$ cat config.mk
export PLATFORM = sky130hd
export DESIGN_NAME = arns_dot
export DESIGN_NICKNAME = d
export VERILOG_FILES = /design/src/design/arns_pkg.sv /design/src/design/arns_dot.sv
export SDC_FILE = /design/constraint.sdc
export NUM_CORES = 2
export LEC_CHECK = 0
export ABC_AREA = 0
export BUFFER_PORTS_ARGS = -buffer_cell sky130_fd_sc_hd__buf_2
export CORE_MARGIN = 1
export CORE_UTILIZATION = 38
export CTS_BUF_LIST = sky130_fd_sc_hd__clkbuf_16
export DETAILED_ROUTE_END_ITERATION = 7
export PLACE_DENSITY = 0.58
export SYNTH_ARGS = -nofsm -noshare
export SYNTH_HDL_FRONTEND = slang
export SYNTH_SLANG_ARGS = --single-unit
export TNS_END_PERCENT = 100
$ cat constraint.sdc
create_clock -name clk -period 7.9 [get_ports clk]
set_input_delay 0.395 -clock clk [delete_from_list [all_inputs] [get_ports clk]]
set_output_delay 0.395 -clock clk [all_outputs]
set_load 0.01 [all_outputs]
$ cat src/design/arns_pkg.sv
// Package for the angular radius neighbor search unit: payload structs, codes,
// fixed-point widths and the sequencer state type. No dependencies.
`timescale 1ns / 1ps
`default_nettype none

package arns_pkg;

  localparam int ARNS_MAX_POINTS = 64;
  localparam int COORD_W         = 16;
  localparam int COORD_FRAC_BITS = 14;
  localparam int IDX_W           = 6;
  localparam int NUM_POINTS_W    = 7;
  localparam int CFG_IDX_W       = 1;
  localparam int CFG_DATA_W      = 16;
  localparam int PROD_W          = 2 * COORD_W;
  localparam int DOT_W           = PROD_W + 2;
  localparam int THR_PAD_W       = DOT_W - COORD_W - COORD_FRAC_BITS;

  localparam logic signed [DOT_W-1:0] DOT_ONE = DOT_W'(1) << (2 * COORD_FRAC_BITS);

  localparam logic FUNC_LOAD  = 1'b0;
  localparam logic FUNC_QUERY = 1'b1;

  localparam logic [CFG_IDX_W-1:0] CFG_COS_THRESHOLD = 1'b0;
  localparam logic [CFG_IDX_W-1:0] CFG_NUM_POINTS    = 1'b1;

  localparam logic signed [COORD_W-1:0] COS_THRESHOLD_RST = 16'sd16384;

  typedef struct packed {
    logic signed [COORD_W-1:0] x;
    logic signed [COORD_W-1:0] y;
    logic signed [COORD_W-1:0] z;
  } point_t;

  typedef struct packed {
    logic                      func;
    logic [IDX_W-1:0]          point_index;
    logic signed [COORD_W-1:0] coord_x;
    logic signed [COORD_W-1:0] coord_y;
    logic signed [COORD_W-1:0] coord_z;
  } in_item_t;

  typedef struct packed {
    logic [IDX_W-1:0] neighbor_index;
    logic             found;
    logic             last;
  } out_item_t;

  typedef struct packed {
    logic             valid;
    logic [IDX_W-1:0] idx;
  } dot_feed_t;

  typedef struct packed {
    logic             valid;
    logic             hit;
    logic [IDX_W-1:0] idx;
  } dot_res_t;

  typedef enum logic [2:0] {
    ST_IDLE,
    ST_FETCH,
    ST_SCAN,
    ST_DRAIN1,
    ST_DRAIN2,
    ST_FLUSH
  } state_t;

endpackage

`default_nettype wire

$ cat src/design/arns_dot.sv
// Two-stage dot product and threshold compare for the ring head point.
// Depends on arns_pkg.
`timescale 1ns / 1ps
`default_nettype none

module arns_dot
  import arns_pkg::*;
(
  input  wire                       clk,
  input  wire                       rst,
  input  wire                       en,
  input  dot_feed_t                 feed,
  input  point_t                    qpt,
  input  point_t                    cpt,
  input  wire signed [COORD_W-1:0]  thr,
  output dot_res_t                  res
);

  logic signed [PROD_W-1:0] p_x;
  logic signed [PROD_W-1:0] p_y;
  logic signed [PROD_W-1:0] p_z;
  dot_feed_t                s1;
  dot_res_t                 s2;

  logic signed [DOT_W-1:0]  sum;
  logic signed [DOT_W-1:0]  clamped;
  logic signed [DOT_W-1:0]  thr_ext;

  always_ff @(posedge clk) begin
    if (en) begin
      p_x <= qpt.x * cpt.x;
      p_y <= qpt.y * cpt.y;
      p_z <= qpt.z * cpt.z;
    end
  end

  always_comb begin
    sum = DOT_W'(p_x) + DOT_W'(p_y) + DOT_W'(p_z);
    if (sum < -DOT_ONE) begin
      clamped = -DOT_ONE;
    end else if (sum > DOT_ONE) begin
      clamped = DOT_ONE;
    end else begin
      clamped = sum;
    end
    thr_ext = $signed({{THR_PAD_W{thr[COORD_W-1]}}, thr, {COORD_FRAC_BITS{1'b0}}});
  end

  always_ff @(posedge clk) begin
    if (rst) begin
      s1.valid <= 1'b0;
      s2.valid <= 1'b0;
    end else if (en) begin
      s1.valid <= feed.valid;
      s2.valid <= s1.valid;
    end
    if (en) begin
      s1.idx <= feed.idx;
      s2.idx <= s1.idx;
      s2.hit <= clamped > thr_ext;
    end
  end

  assign res = s2;

endmodule

`default_nettype wire

### Yosys cells after proc, flatten, opt, wreduce, memory -nomap -nowiden

Cells that the tools add are included.

| storage, ports and cells | value |
|---|---|
| output and inout port bits | 8 |
| flip-flop bits (word level) | 111 |
| input bits | 122 |
| logic and storage cells | 18 |

| cells by class | value |
|---|---|
| order comparisons | 3 |
| multiplexer cells | 2 |
| add/subtract/negate cells | 2 |
| $mul | 3 |

Operators by type and width:

| kind | count |
|---|---|
| $mul 16x16->32 | 3 |
| $mux 34 | 2 |
| $add 33x32->34 | 1 |
| $gt 34x30->1 | 1 |
| $gt 34x30->1 const B | 1 |
| $lt 34x29->1 const B | 1 |
| $add 32x32->33 | 1 |

### Depth between registers and ports, before layout

| logic depth | value |
|---|---|
| depth after elaboration | 6 |
| depth in mapped cells | 29 |

### Worst setup path before layout

No wires, ideal clock.

| timing | value |
|---|---|
| path kind | input-to-reg |
| start point | input qpt[15] (netlist bit) |
| end point | register p_z[30], data pin |
| stages | 23 |
| setup slack | 1.582 ns |
| arrival | 6.061 ns |
| cells stage by stage | clkbuf_1 > nand2_1 > inv_1 > fa_1 > inv_1 > fa_1 > fa_1 > fa_1 > fa_1 > inv_1 > fa_1 > ha_1 > a21o_1 > a21o_1 > a21o_1 > a21o_1 > a21oi_1 > nor2b_1 > o31a_1 > o41ai_1 > o21bai_1 > a21oi_1 > xnor2_1 |

| on the way | value |
|---|---|
| cells in the longest elaborated chain, start to end | 1 |

RTL lines:

| item | line | text |
|---|---|---|
| from (decl) | arns_dot.sv:13 | `input point_t qpt,` |
| $mul 16x16->32 | arns_dot.sv:33 | `p_z <= qpt.z * cpt.z;` |
| to (signal assigned) | arns_dot.sv:33 |  |
| to (decl) | arns_dot.sv:21 | `logic signed [PROD_W-1:0] p_z;` |

Every way passes these cells.
A chain may end at the register's enable or synchronous reset.

### Final worst setup path

| timing | value |
|---|---|
| start point | register p_y[1] |
| end point | register s2, in the netlist res[6], data pin |

| on the way | value |
|---|---|
| cells in the longest elaborated chain, start to end | 6 |
| elaborated cells between the ends (all ways) | 7 |
| classes of those cells | add/sub: 2; order compare: 3; mux: 2 |

RTL lines:

| item | line | text |
|---|---|---|
| from (decl) | arns_dot.sv:20 | `logic signed [PROD_W-1:0] p_y;` |
| from (signal assigned) | arns_dot.sv:32 | `p_y <= qpt.y * cpt.y;` |
| $add 32x32->33 (*) | arns_dot.sv:38 | `sum = DOT_W'(p_x) + DOT_W'(p_y) + DOT_W'(p_z);` |
| $add 33x32->34 (*) | arns_dot.sv:38 |  |
| $gt 34x30->1 | arns_dot.sv:41 | `end else if (sum > DOT_ONE) begin` |
| $mux 34 | arns_dot.sv:41 |  |
| $mux 34 (*) | arns_dot.sv:39 | `if (sum < -DOT_ONE) begin` |
| $gt 34x30->1 (*) | arns_dot.sv:60 | `s2.hit <= clamped > thr_ext;` |
| to (decl) | arns_dot.sv:23 | `dot_res_t s2;` |

Every way passes the cells marked *; elsewhere a longest branch is shown, timed or not.

==> impl_metrics.ini <==
[clocking]
cts_setup_buffers = 0
clk_pin_slew_ns = 0.08
htree_levels = 3
postCtsHoldBufs = 0
insertion_delay_ns = 0.37
cts_made_buffers = 9
cts_tree = built
clock_path_buffers = 2
cts-resized-gates = 0
cts_root_buf = clkbuf_16
cts.sinks = 111

[floorplan]
fp.dieH_um = 308
rows = 111
fp.dieW_um = 308
initial_utilization_pct = 38.6
dieArea_mm2 = 0.0949
num_io_pins = 130
coreArea_mm2 = 0.0922

[cells_and_area]
final_core_util_pct = 40.9
syn_to_final_growth_pct = 5.90
fin_nets = 4980
num-fill-cells = 9346
drive_above_1_share_pct = 4.89
n_antenna_cell = 0
seqCellArea_mm2 = 0.00331
multi_input_area_mm2 = 0.0285

[setup_path]
reg2reg_from = p_y[1]
crit_top_cell = inv_1
path_delay_family = simple AND/OR/NAND/NOR gates
crit_arrival_ns = 6.83
slowest_delay_ns = 0.58
startpoint_type = flip-flop
reg2regPathDepth = 29
cp_slowest_cell = a2111oi_0
r2r_slack_ns = 1.15
critical_path_class = reg -> reg
critPathBufInv = 4
required_ns = 7.99
rr_endpoint = res[6]
end_kind = flip-flop
critical_path.max_fanout = 13

[route]
routedWlPerCell_um = 16.8
drtIter0Drc = 1273
firstDrtPassIters = 5
drtAntennaViolNets = 0
drc = 0
vias = 24200
via_per_inst = 4.85
routed_wl_mm = 84.0

[sta]
maxSlewViolCount = 0
period_share_pct = 85.4
period_minus_slack_ns = 6.75
worst_slew_margin_rel_pct = 30.6
tightest_slew_ns = 1.03
fmax_mhz = 148
rsz0062_at_grt = no
hold_ws_ns = 0.195
fin_skew_ns = 0.0103
hold_violations = 0
fin_tns_setup_ns = 0
setup_viol = 0

[grt]
grt_busiest_layer = met2
grt_pass1_vias = 26600
grt_pass1_wl_mm = 139
gr-usage-all-layers_pct = 18.8
grt.overflow.total = 0
use_met1_pct = 24.5
grt_max_degree = 64
global_route.usage.met3_pct = 1.96
grtUsageMet2_pct = 33.2
antenna_found_initial = 2

[run]
cap_viol_max_count = 0

[min_path]
min-delay-start = rst
hold_path.class = in -> reg
whs_endpoint = res[7]
worstHoldPathCells = 2

[place]
gp_congestion = 0.863
port_buffers = 129
dp_hpwl_mm = 70.5

[synthesis]
postSynthNetCount = 4946
synth_seq_cells = 111
synth_edf_count = 109
netlist_area_mm2 = 0.0356
netlist.area_leader.share_pct = 46.1
ys.flop_type = edfxtp_1
synth-seq-area-share_pct = 9.31
synthDistinctLibCells = 78
synth_cells = 3707
ys_warn_count = 0
ys_top_cells_by_area = fa_1 (46%), ha_1 (10%), inv_1 (9.4%)
yosysMostFrequentCell = inv_1
yosys-top-cells-count = inv_1 (894), fa_1 (819), nand2_1 (469), and2_1 (299), ha_1 (298)
synth_largest_area_cell = fa_1
syn_avg_cell_area_um2 = 9.60
synthArstFlopShare_pct = 0

[outcome]
outcome = complete, no violations
==> kinds of logic after synthesis <==
family | count (synthesis) | share of synthesized area [%]
adders and majority gates | 1117 | 56.5
and+or+nand+nor | 1009 | 14.0
buffers and inverters | 1002 | 10.6
AOI/OAI and AO/OA | 331 | 6.14
xor gates and xnor gates | 135 | 3.32
DFF | 111 | 9.31
muxes | 2 | 0.0562
==> routing by layer <==
metal	routed length, µm	vias to the layer above
met5	0	-
met4	2070	0
met3	3160	107
met2	42200	498
met1	36600	12400
li1	-	11200
==> state kept, by name, indices dropped and copies added (netlist names) <==
signal  count
p_x        32
p_y        32
p_z        32
res         8
s1          7
==> final cells by class <==
class	instances	area share (%)
clock buffer	9	0.597
clock inverter	7	0.216
timing repair buffer	131	1.76
multi-input combinational	2594	75.6
inverter	894	8.90
sequential	111	8.79
tap	1243	4.13
==> cell usage in the layout (no fill, tap or decap), types with 12 or more instances in the layout <==
master,n
a31oi_1,12
nor2_1,61
nand4_1,16
inv_1,894
nand2b_1,57
o21ai_0,60
nor3_1,23
xnor2_1,102
a21o_1,51
nor2b_1,12
and2_1,299
buf_2,128
fa_1,819
xor2_1,33
o21bai_1,16
a21oi_1,99
nand2_1,469
o21a_1,14
nand3_1,17
edfxtp_1,109
ha_1,298
==> worst max path at each step <==
stage | start | endpoint | slack (ns) | depth (start not counted)
after floorplan | qpt[15] | p_z[30] | 1.58 | 23
after global placement | cpt[17] | p_y[30] | 1.0 | 25
after detailed placement | cpt[17] | p_y[30] | 0.93 | 25
after CTS | p_y[1] | res[6] | 1.22 | 29
after global routing | p_y[1] | res[6] | 0.55 | 29
final | p_y[1] | res[6] | 1.15 | 29
==> metrics by stage <==
stage	cells	setup WS [ns]	cell area (µm²)
2_1_floorplan	3707	1.58	35600
3_3_place_gp	4973	0.999	37400
3_5_place_dp	4973	0.932	37400
4_1_cts	4989	1.22	37700
5_1_grt	4989	0.548	37700
6_report	4989	1.15	37700
Power is not shown: default switching activity piles up to over one toggle a cycle in this logic, so the estimate is an artifact.
