### src/design/arns_pkg.sv
// Package for the angular radius neighbor search unit: payload structs, codes,
// fixed-point widths and the sequencer state type. No dependencies.
`timescale 1ns / 1ps
`default_nettype none

package arns_pkg;

  localparam int ARNS_MAX_POINTS = 64;
  localparam int COORD_W         = 16;
  localparam int COORD_FRAC_BITS = 14;
  localparam int IDX_W           = 6;
  localparam int NUM_POINTS_W    = 7;
  localparam int CFG_IDX_W       = 1;
  localparam int CFG_DATA_W      = 16;
  localparam int PROD_W          = 2 * COORD_W;
  localparam int DOT_W           = PROD_W + 2;
  localparam int THR_PAD_W       = DOT_W - COORD_W - COORD_FRAC_BITS;

  localparam logic signed [DOT_W-1:0] DOT_ONE = DOT_W'(1) << (2 * COORD_FRAC_BITS);

  localparam logic FUNC_LOAD  = 1'b0;
  localparam logic FUNC_QUERY = 1'b1;

  localparam logic [CFG_IDX_W-1:0] CFG_COS_THRESHOLD = 1'b0;
  localparam logic [CFG_IDX_W-1:0] CFG_NUM_POINTS    = 1'b1;

  localparam logic signed [COORD_W-1:0] COS_THRESHOLD_RST = 16'sd16384;

  typedef struct packed {
    logic signed [COORD_W-1:0] x;
    logic signed [COORD_W-1:0] y;
    logic signed [COORD_W-1:0] z;
  } point_t;

  typedef struct packed {
    logic                      func;
    logic [IDX_W-1:0]          point_index;
    logic signed [COORD_W-1:0] coord_x;
    logic signed [COORD_W-1:0] coord_y;
    logic signed [COORD_W-1:0] coord_z;
  } in_item_t;

  typedef struct packed {
    logic [IDX_W-1:0] neighbor_index;
    logic             found;
    logic             last;
  } out_item_t;

  typedef struct packed {
    logic             valid;
    logic [IDX_W-1:0] idx;
  } dot_feed_t;

  typedef struct packed {
    logic             valid;
    logic             hit;
    logic [IDX_W-1:0] idx;
  } dot_res_t;

  typedef enum logic [2:0] {
    ST_IDLE,
    ST_FETCH,
    ST_SCAN,
    ST_DRAIN1,
    ST_DRAIN2,
    ST_FLUSH
  } state_t;

endpackage

`default_nettype wire

### src/design/arns_cell.sv
// One storage cell of the point ring: holds one point, loads it from the input
// beat or takes its neighbor's point on a shift. Depends on arns_pkg.
`timescale 1ns / 1ps
`default_nettype none

module arns_cell
  import arns_pkg::*;
(
  input  wire    clk,
  input  wire    load_en,
  input  point_t load_pt,
  input  wire    shift_en,
  input  point_t shift_pt,
  output point_t pt
);

  point_t pt_q;

  always_ff @(posedge clk) begin
    if (load_en) begin
      pt_q <= load_pt;
    end else if (shift_en) begin
      pt_q <= shift_pt;
    end
  end

  assign pt = pt_q;

endmodule

`default_nettype wire

### config.mk
export PLATFORM = sky130hd
export DESIGN_NAME = arns_cell
export DESIGN_NICKNAME = d
export VERILOG_FILES = /design/src/design/arns_pkg.sv /design/src/design/arns_cell.sv
export SDC_FILE = /design/constraint.sdc
export NUM_CORES = 1
export LEC_CHECK = 0
export BUFFER_PORTS_ARGS = -buffer_cell sky130_fd_sc_hd__buf_2
export CAP_MARGIN = 20
export CORE_MARGIN = 2
export CORE_UTILIZATION = 37
export DETAILED_ROUTE_END_ITERATION = 7
export PLACE_DENSITY = 0.87
export RECOVER_POWER = 25
export REMOVE_ABC_BUFFERS = 1
export SLEW_MARGIN = 20
export SYNTH_ARGS = -nofsm -noshare
export SYNTH_HDL_FRONTEND = slang
export SYNTH_SLANG_ARGS = --single-unit
export TNS_END_PERCENT = 1
### constraint.sdc
create_clock -name clk -period 1.9 [get_ports clk]
set_input_delay 0.19 -clock clk [delete_from_list [all_inputs] [get_ports clk]]
set_output_delay 0.19 -clock clk [all_outputs]
set_load 0.005 [all_outputs]
Word-level counts from Yosys, hierarchy flattened. Index checks and enable logic that the tools add are counted.

Flip-flop bits (word level): 48. Bits of input ports: 99. Output and inout port bits: 48.

Mux-type cells: 2. Reductions and logical operators: 1.

Operators with widths (number): $mux 48 (2); $reduce_bool 2->1 (1).

Longest topological paths before layout. Gate-level depths: netlist of run 1.

Depth after elaboration: 2. Depth in mapped cells: 3.

Worst setup path before layout of run 1. OpenSTA, ideal clock, no wires.

Path kind: in2reg. Start point: in load_en. End point: reg pt_q, in the netlist pt[0] (enable). Library setup time: 0.408 ns. Arrival: 1.584 ns. Data required time: 1.492 ns. Slack: -0.092 ns. Stages on the path: 3. Buffers on the path: 2. Path through: buf_6 > buf_6 > or2_1.

Word-level cells in the longest chain between the ends: 1.

RTL lines: start: declaration (line arns_cell.sv:10) `input wire load_en,`; $reduce_bool 2->1 (no line); end signal: assignment (line arns_cell.sv:21) `pt_q <= load_pt;`; end signal: assignment (line arns_cell.sv:23) `pt_q <= shift_pt;`; end: declaration (line arns_cell.sv:17) `point_t pt_q;`.

Every way passes these cells. A chain may end at the register's enable or synchronous reset.

Final worst setup path of run 1.
Start point: in load_en. End point: reg pt_q, in the netlist pt[10] (enable).

Same word-level chain as after synthesis.

==> out/results.ini, run 1 <==
[global_routing]
grt_usage_pct = 14.20
grt_pass1_vias = 1479
antenna_found_initial = 0
grt_pass1_wl_um = 6658
grt_max_degree = 49
grt_overflow = 0

[yosys]
yosysSeqAreaShare_pct = 69.73
syn_area_um2 = 2067
ys_types = 6
avgSynthCellArea_um2 = 20.26
yosysWarningCount = 0
synth_cells = 102
ys_ff_latch = 48

[drt]
firstDrtPassIters = 4
wl_per_cell_um = 13.21
vias_per_cell = 4.391
wl_um = 4293
drtIter0Drc = 16
dr_total_vias = 1427
ant_nets = 0
drc = 0

[die]
pin_count = 147
fp.dieH_um = 78.74
die_w_um = 78.74
die_area_um2 = 6200
core_um2 = 5439
rows = 27
start_util_pct = 38.00

[clock_network]
cts_tree = done
ctsHtreeMaxLevel = 2
postCtsSetupBuffers = 0
cts-root-buf = clkbuf_8
cts_buffer_depth = 2
post_cts_resized = 0
cts_hold_buf = 0
clkTransAtPathRegs_ps = 80
cts_buffers = 5
clkSinkCount = 48

[final_layout]
multi_input_area_um2 = 550.5
finalNonFillerCells = 325
n_antenna_cell = 0
largest_reg_flops = 48
nets = 351
drive_gt1_share_pct = 76.28
seqCellArea_um2 = 1441
area_delta_synth_final_pct = 41.22
final_util_pct = 53.67
fillers = 477

[setup_path]
crit_type = input pin to flip-flop
crit_buf_inv = 2
max_stage_delay_ps = 470
critPathSlowestCell = buf_4
startpoint_type = input pin
cp_max_fo = 48
endpoint_kind = flip-flop
worstPathArrival_ps = 950
crit_chain = clkbuf_1, or2_2, buf_4
cp_data_required_time_ps = 1820
cpLargestDelayFamily = buffers and inverters

[timing]
fin_setup_tns_ps = 0
finalHoldViolations = 0
slew_headroom_pct = 61.62
fin_crit_sh_pct = 54.32
finalCriticalPeriod_ps = 1032
setup_viol = 0
worst_slew_pin_slew_ps = 575.8
slew_viol_final = 0
max_freq_mhz = 968.9
grt_setup_unrepaired = false

[placement]
gp_congestion = 0.7180
post-place-cells = 317
io_buffers = 146

[worst_hold_path]
hp-class = input pin to flip-flop

[power]
ir_drop_mv = 0.3688
total_power_mw = 2.231
leakagePower_nw = 1.310
power.density_nw_per_um2 = 764.3

[status]
status = finished clean

[job]
maxCapViolCount = 0

[logic make-up (layout without fill, tap and decap cells)]
family / after synthesis / count (layout) / synth area share [%]
DFF: 48 / 48 / 69.73
and+or+nand+nor: 1 / 1 / 0.3029
muxes: 48 / 48 / 27.78
buffers and inverters: 5 / 156 / 2.179
[cell usage after synthesis]
library cell	n	area (um^2)
buf_4	3	22.52
buf_6	2	22.52
edfxtp_1	48	1441
mux2_2	39	439.2
mux2_4	9	135.1
or2_1	1	6.260
[path summary, 6_finish.rpt]
path    startpoint                to  slack [ps]  depth (start not counted)
max        load_en  pt[10]$_DFFE_PP_         870                          3
min   shift_pt[41]  pt[41]$_DFFE_PP_         190                          2
[cell usage in the layout (no fill, tap or decap)]
| cell | instances |
|---|---|
| mux2_4 | 1 |
| clkbuf_8 | 5 |
| clkbuf_1 | 3 |
| edfxtp_1 | 48 |
| buf_12 | 1 |
| buf_4 | 1 |
| or2_2 | 1 |
| buf_2 | 145 |
| mux2_1 | 8 |
| mux2_2 | 39 |
| clkinv_1 | 1 |
[metrics by stage]
step | worst slack [ps] | hold slack [ps] | cell area, um^2
after floorplan | 215.5 | 407.5 | 2022
after global routing | 793.7 | 182.1 | 2919
after CTS | 879.2 | 186.1 | 2950
final | 867.9 | 193.5 | 2919
after detailed placement | 610.7 | 493.5 | 2870
after global placement | 632.7 | 491.5 | 2870
[power breakdown]
group | switching, mW | leakage, nW | internal, mW | total, mW
registers | 0.0250 | 0.489 | 1.30 | 1.32
clock network | 0.291 | 0.0399 | 0.256 | 0.548
logic | 0.144 | 0.781 | 0.216 | 0.360
total | 0.460 | 1.31 | 1.77 | 2.23
[area by class of cell]
cell class / count / share of cell area (%)
timing repair buffer: 148 / 25.93
multi-input combinational: 49 / 18.86
sequential: 48 / 49.38
clock inverter: 1 / 0.1286
clock buffer: 7 / 2.615
tap: 72 / 3.086
[per-layer routing]
layer	wire length, um	GRT usage [%]	share of wire [%]
met5	0	0	0
met4	51	5.088	1.2
met3	402	5.000	9.4
met2	2289	26.41	53
met1	1551	14.62	36
No activity file was read; power rests on OpenSTA's default activity.
==> run 2: changes to the inputs <==
Settings changed: CORE_UTILIZATION 37 to 41, PLACE_DENSITY 0.87 to 0.9.
Clock period 1.9 ns to 1 ns, I/O delays scaled along.
==> run 2 against run 1 <==
Effect of this change:
- sequential power rose by 91%
- combinational power grew 98%
- count of clock-buffer cells in the layout fell by 1
- non-clock buffer count grew 3
- global-route usage increased by 3.2 points
==> out/results.ini, run 2 (synthesis gave the netlist of run 1 again) <==
[clock_network]
clkSinkCount = 48  ; unchanged
ctsHtreeMaxLevel = 2  ; unchanged
cts_buffer_depth = 2  ; unchanged
postCtsSetupBuffers = 0  ; unchanged
cts_hold_buf = 0  ; unchanged
cts_tree = done
post_cts_resized = 0  ; unchanged
cts_buffers = 5  ; unchanged
clkTransAtPathRegs_ps = 90  ; about the same
cts-root-buf = clkbuf_8

[die]
die_area_um2 = 5625  ; -9.3%
fp.dieH_um = 75  ; -4.7%
rows = 25  ; -7.4%
core_um2 = 4786  ; -12%
pin_count = 147  ; unchanged
start_util_pct = 43.19  ; +5.2 points
die_w_um = 75  ; -4.7%

[final_layout]
most-common-layout-cells = buf_2 (146), edfxtp_1 (48), mux2_2 (39)
fin_area_um2 = 2967  ; +1.6%
layout_commonest_cell = buf_2
finalNonFillerCells = 323  ; -0.62%
n_antenna_cell = 0  ; unchanged
drive_gt1_share_pct = 79.30  ; +3.0 points
final_util_pct = 61.99  ; +8.3 points
nets = 354  ; +0.85%
area_delta_synth_final_pct = 43.52
largest_reg_flops = 48  ; unchanged

[worst_hold_path]
min_path_cells = 2  ; unchanged
hp-class = input pin to flip-flop
worstHoldStart = shift_pt[38]
whs_endpoint = pt[38]$_DFFE_PP_

[timing]
slew_viol_final = 0  ; unchanged
max_freq_mhz = 1060
fin_setup_tns_ps = 0  ; unchanged
finalHoldViolations = 0  ; unchanged
whs_ps = 97.12  ; -96.39 ps
worst_slew_pin_slew_ps = 371.1  ; -204.7 ps
worst_slack_ps = 56.98  ; -810.9 ps
setup_viol = 0  ; unchanged
fin_crit_sh_pct = 94.30
slew_headroom_pct = 75.26  ; +14 points
grt_setup_unrepaired = false
finalCriticalPeriod_ps = 943.0

[drt]
firstDrtPassIters = 4  ; unchanged
wl_um = 4875  ; +14%
vias_per_cell = 4.622  ; +5.3%
drc = 0  ; unchanged
drtIter0Drc = 46  ; +30
ant_nets = 0  ; unchanged
wl_per_cell_um = 15.09  ; +14%
dr_total_vias = 1493  ; +4.6%

[global_routing]
grt_pass1_vias = 1559  ; +5.4%
grt_pass1_wl_um = 7058  ; +6.0%
grt_usage_pct = 17.43  ; +3.2 points
grt_overflow = 0  ; unchanged
grt_max_degree = 27  ; -45%
antenna_found_initial = 0  ; unchanged

[job]
maxCapViolCount = 0  ; unchanged

[setup_path]
max_stage_delay_ps = 380  ; -90 ps
worstPathArrival_ps = 990  ; +40 ps
endpoint_kind = flip-flop
critPathSlowestCell = mux2_2
cp_max_fo = 22  ; -54%
cp_data_required_time_ps = 1050  ; -770 ps
startpoint_type = input pin
crit_type = input pin to flip-flop
crit_chain = buf_2, clkbuf_4, mux2_2
crit_buf_inv = 2  ; unchanged
cpLargestDelayFamily = buffers and inverters

[placement]
post-place-cells = 315  ; -0.63%
place_ws_ps = -134.6  ; -745.3 ps
dp_hpwl_um = 3820
gp_congestion = 0.6896  ; -4.0%
place_area_um2 = 2924  ; +1.9%
io_buffers = 146  ; unchanged

[power]
ir_drop_mv = 1.194  ; +220%
leakagePower_nw = 1.355  ; +3.4%
total_power_mw = 4.610  ; +110%
power.density_nw_per_um2 = 1554  ; +100%

[status]
status = finished clean

-- run 2: changes by cell type in the layout (fill, tap and decap cells not counted), sizes merged --
cell    delta
clkbuf     +3
buf        -1
bufinv     +1
-- run 2: per-layer routing --
| metal | global-route usage, % | share of wire, % | vias to the layer above |
|---|---|---|---|
| met2 | 30.02 | 52 | 91 |
| met4 | 5.754 | 1.2 | 0 |
| met5 | 0 | 0 | - |
| li1 | - | - | 706 |
| met3 | 10.04 | 13 | 6 |
| met1 | 17.76 | 35 | 690 |
-- run 2: area by class of cell --
| cell class | count | area (um^2) |
|---|---|---|
| Clock buffer | 6 | 72.57 |
| Fill cell | 357 | 1819 |
| Sequential cell | 48 | 1441 |
| Timing Repair Buffer | 151 | 764.5 |
| Multi-Input combinational cell | 49 | 569.3 |
| Clock inverter | 2 | 35.03 |
| Tap cell | 67 | 83.83 |
-- run 2: how the worst max path moves through the flow --
stage / from / to / slack, ps / cells after the start
2_1_floorplan: shift_en / pt[0]$_DFFE_PP_ / -590 / 1
5_1_grt: load_en / pt[9]$_DFFE_PP_ / 20 / 3
4_1_cts: pt[31]$_DFFE_PP_ / pt[31] / 60 / 1
3_3_place_gp: load_en / pt[33]$_DFFE_PP_ / -100 / 3
6_report: load_en / pt[31]$_DFFE_PP_ / 60 / 3
3_5_place_dp: load_en / pt[20]$_DFFE_PP_ / -130 / 3
-- run 2: report_power, final --
part,switching [mW],internal (mW),leakage (nW),total [mW]
Clock,0.636,0.743,0.0552,1.38
Sequential,0.0533,2.47,0.489,2.52
Combinational,0.287,0.424,0.810,0.711
Total,0.976,3.63,1.35,4.61
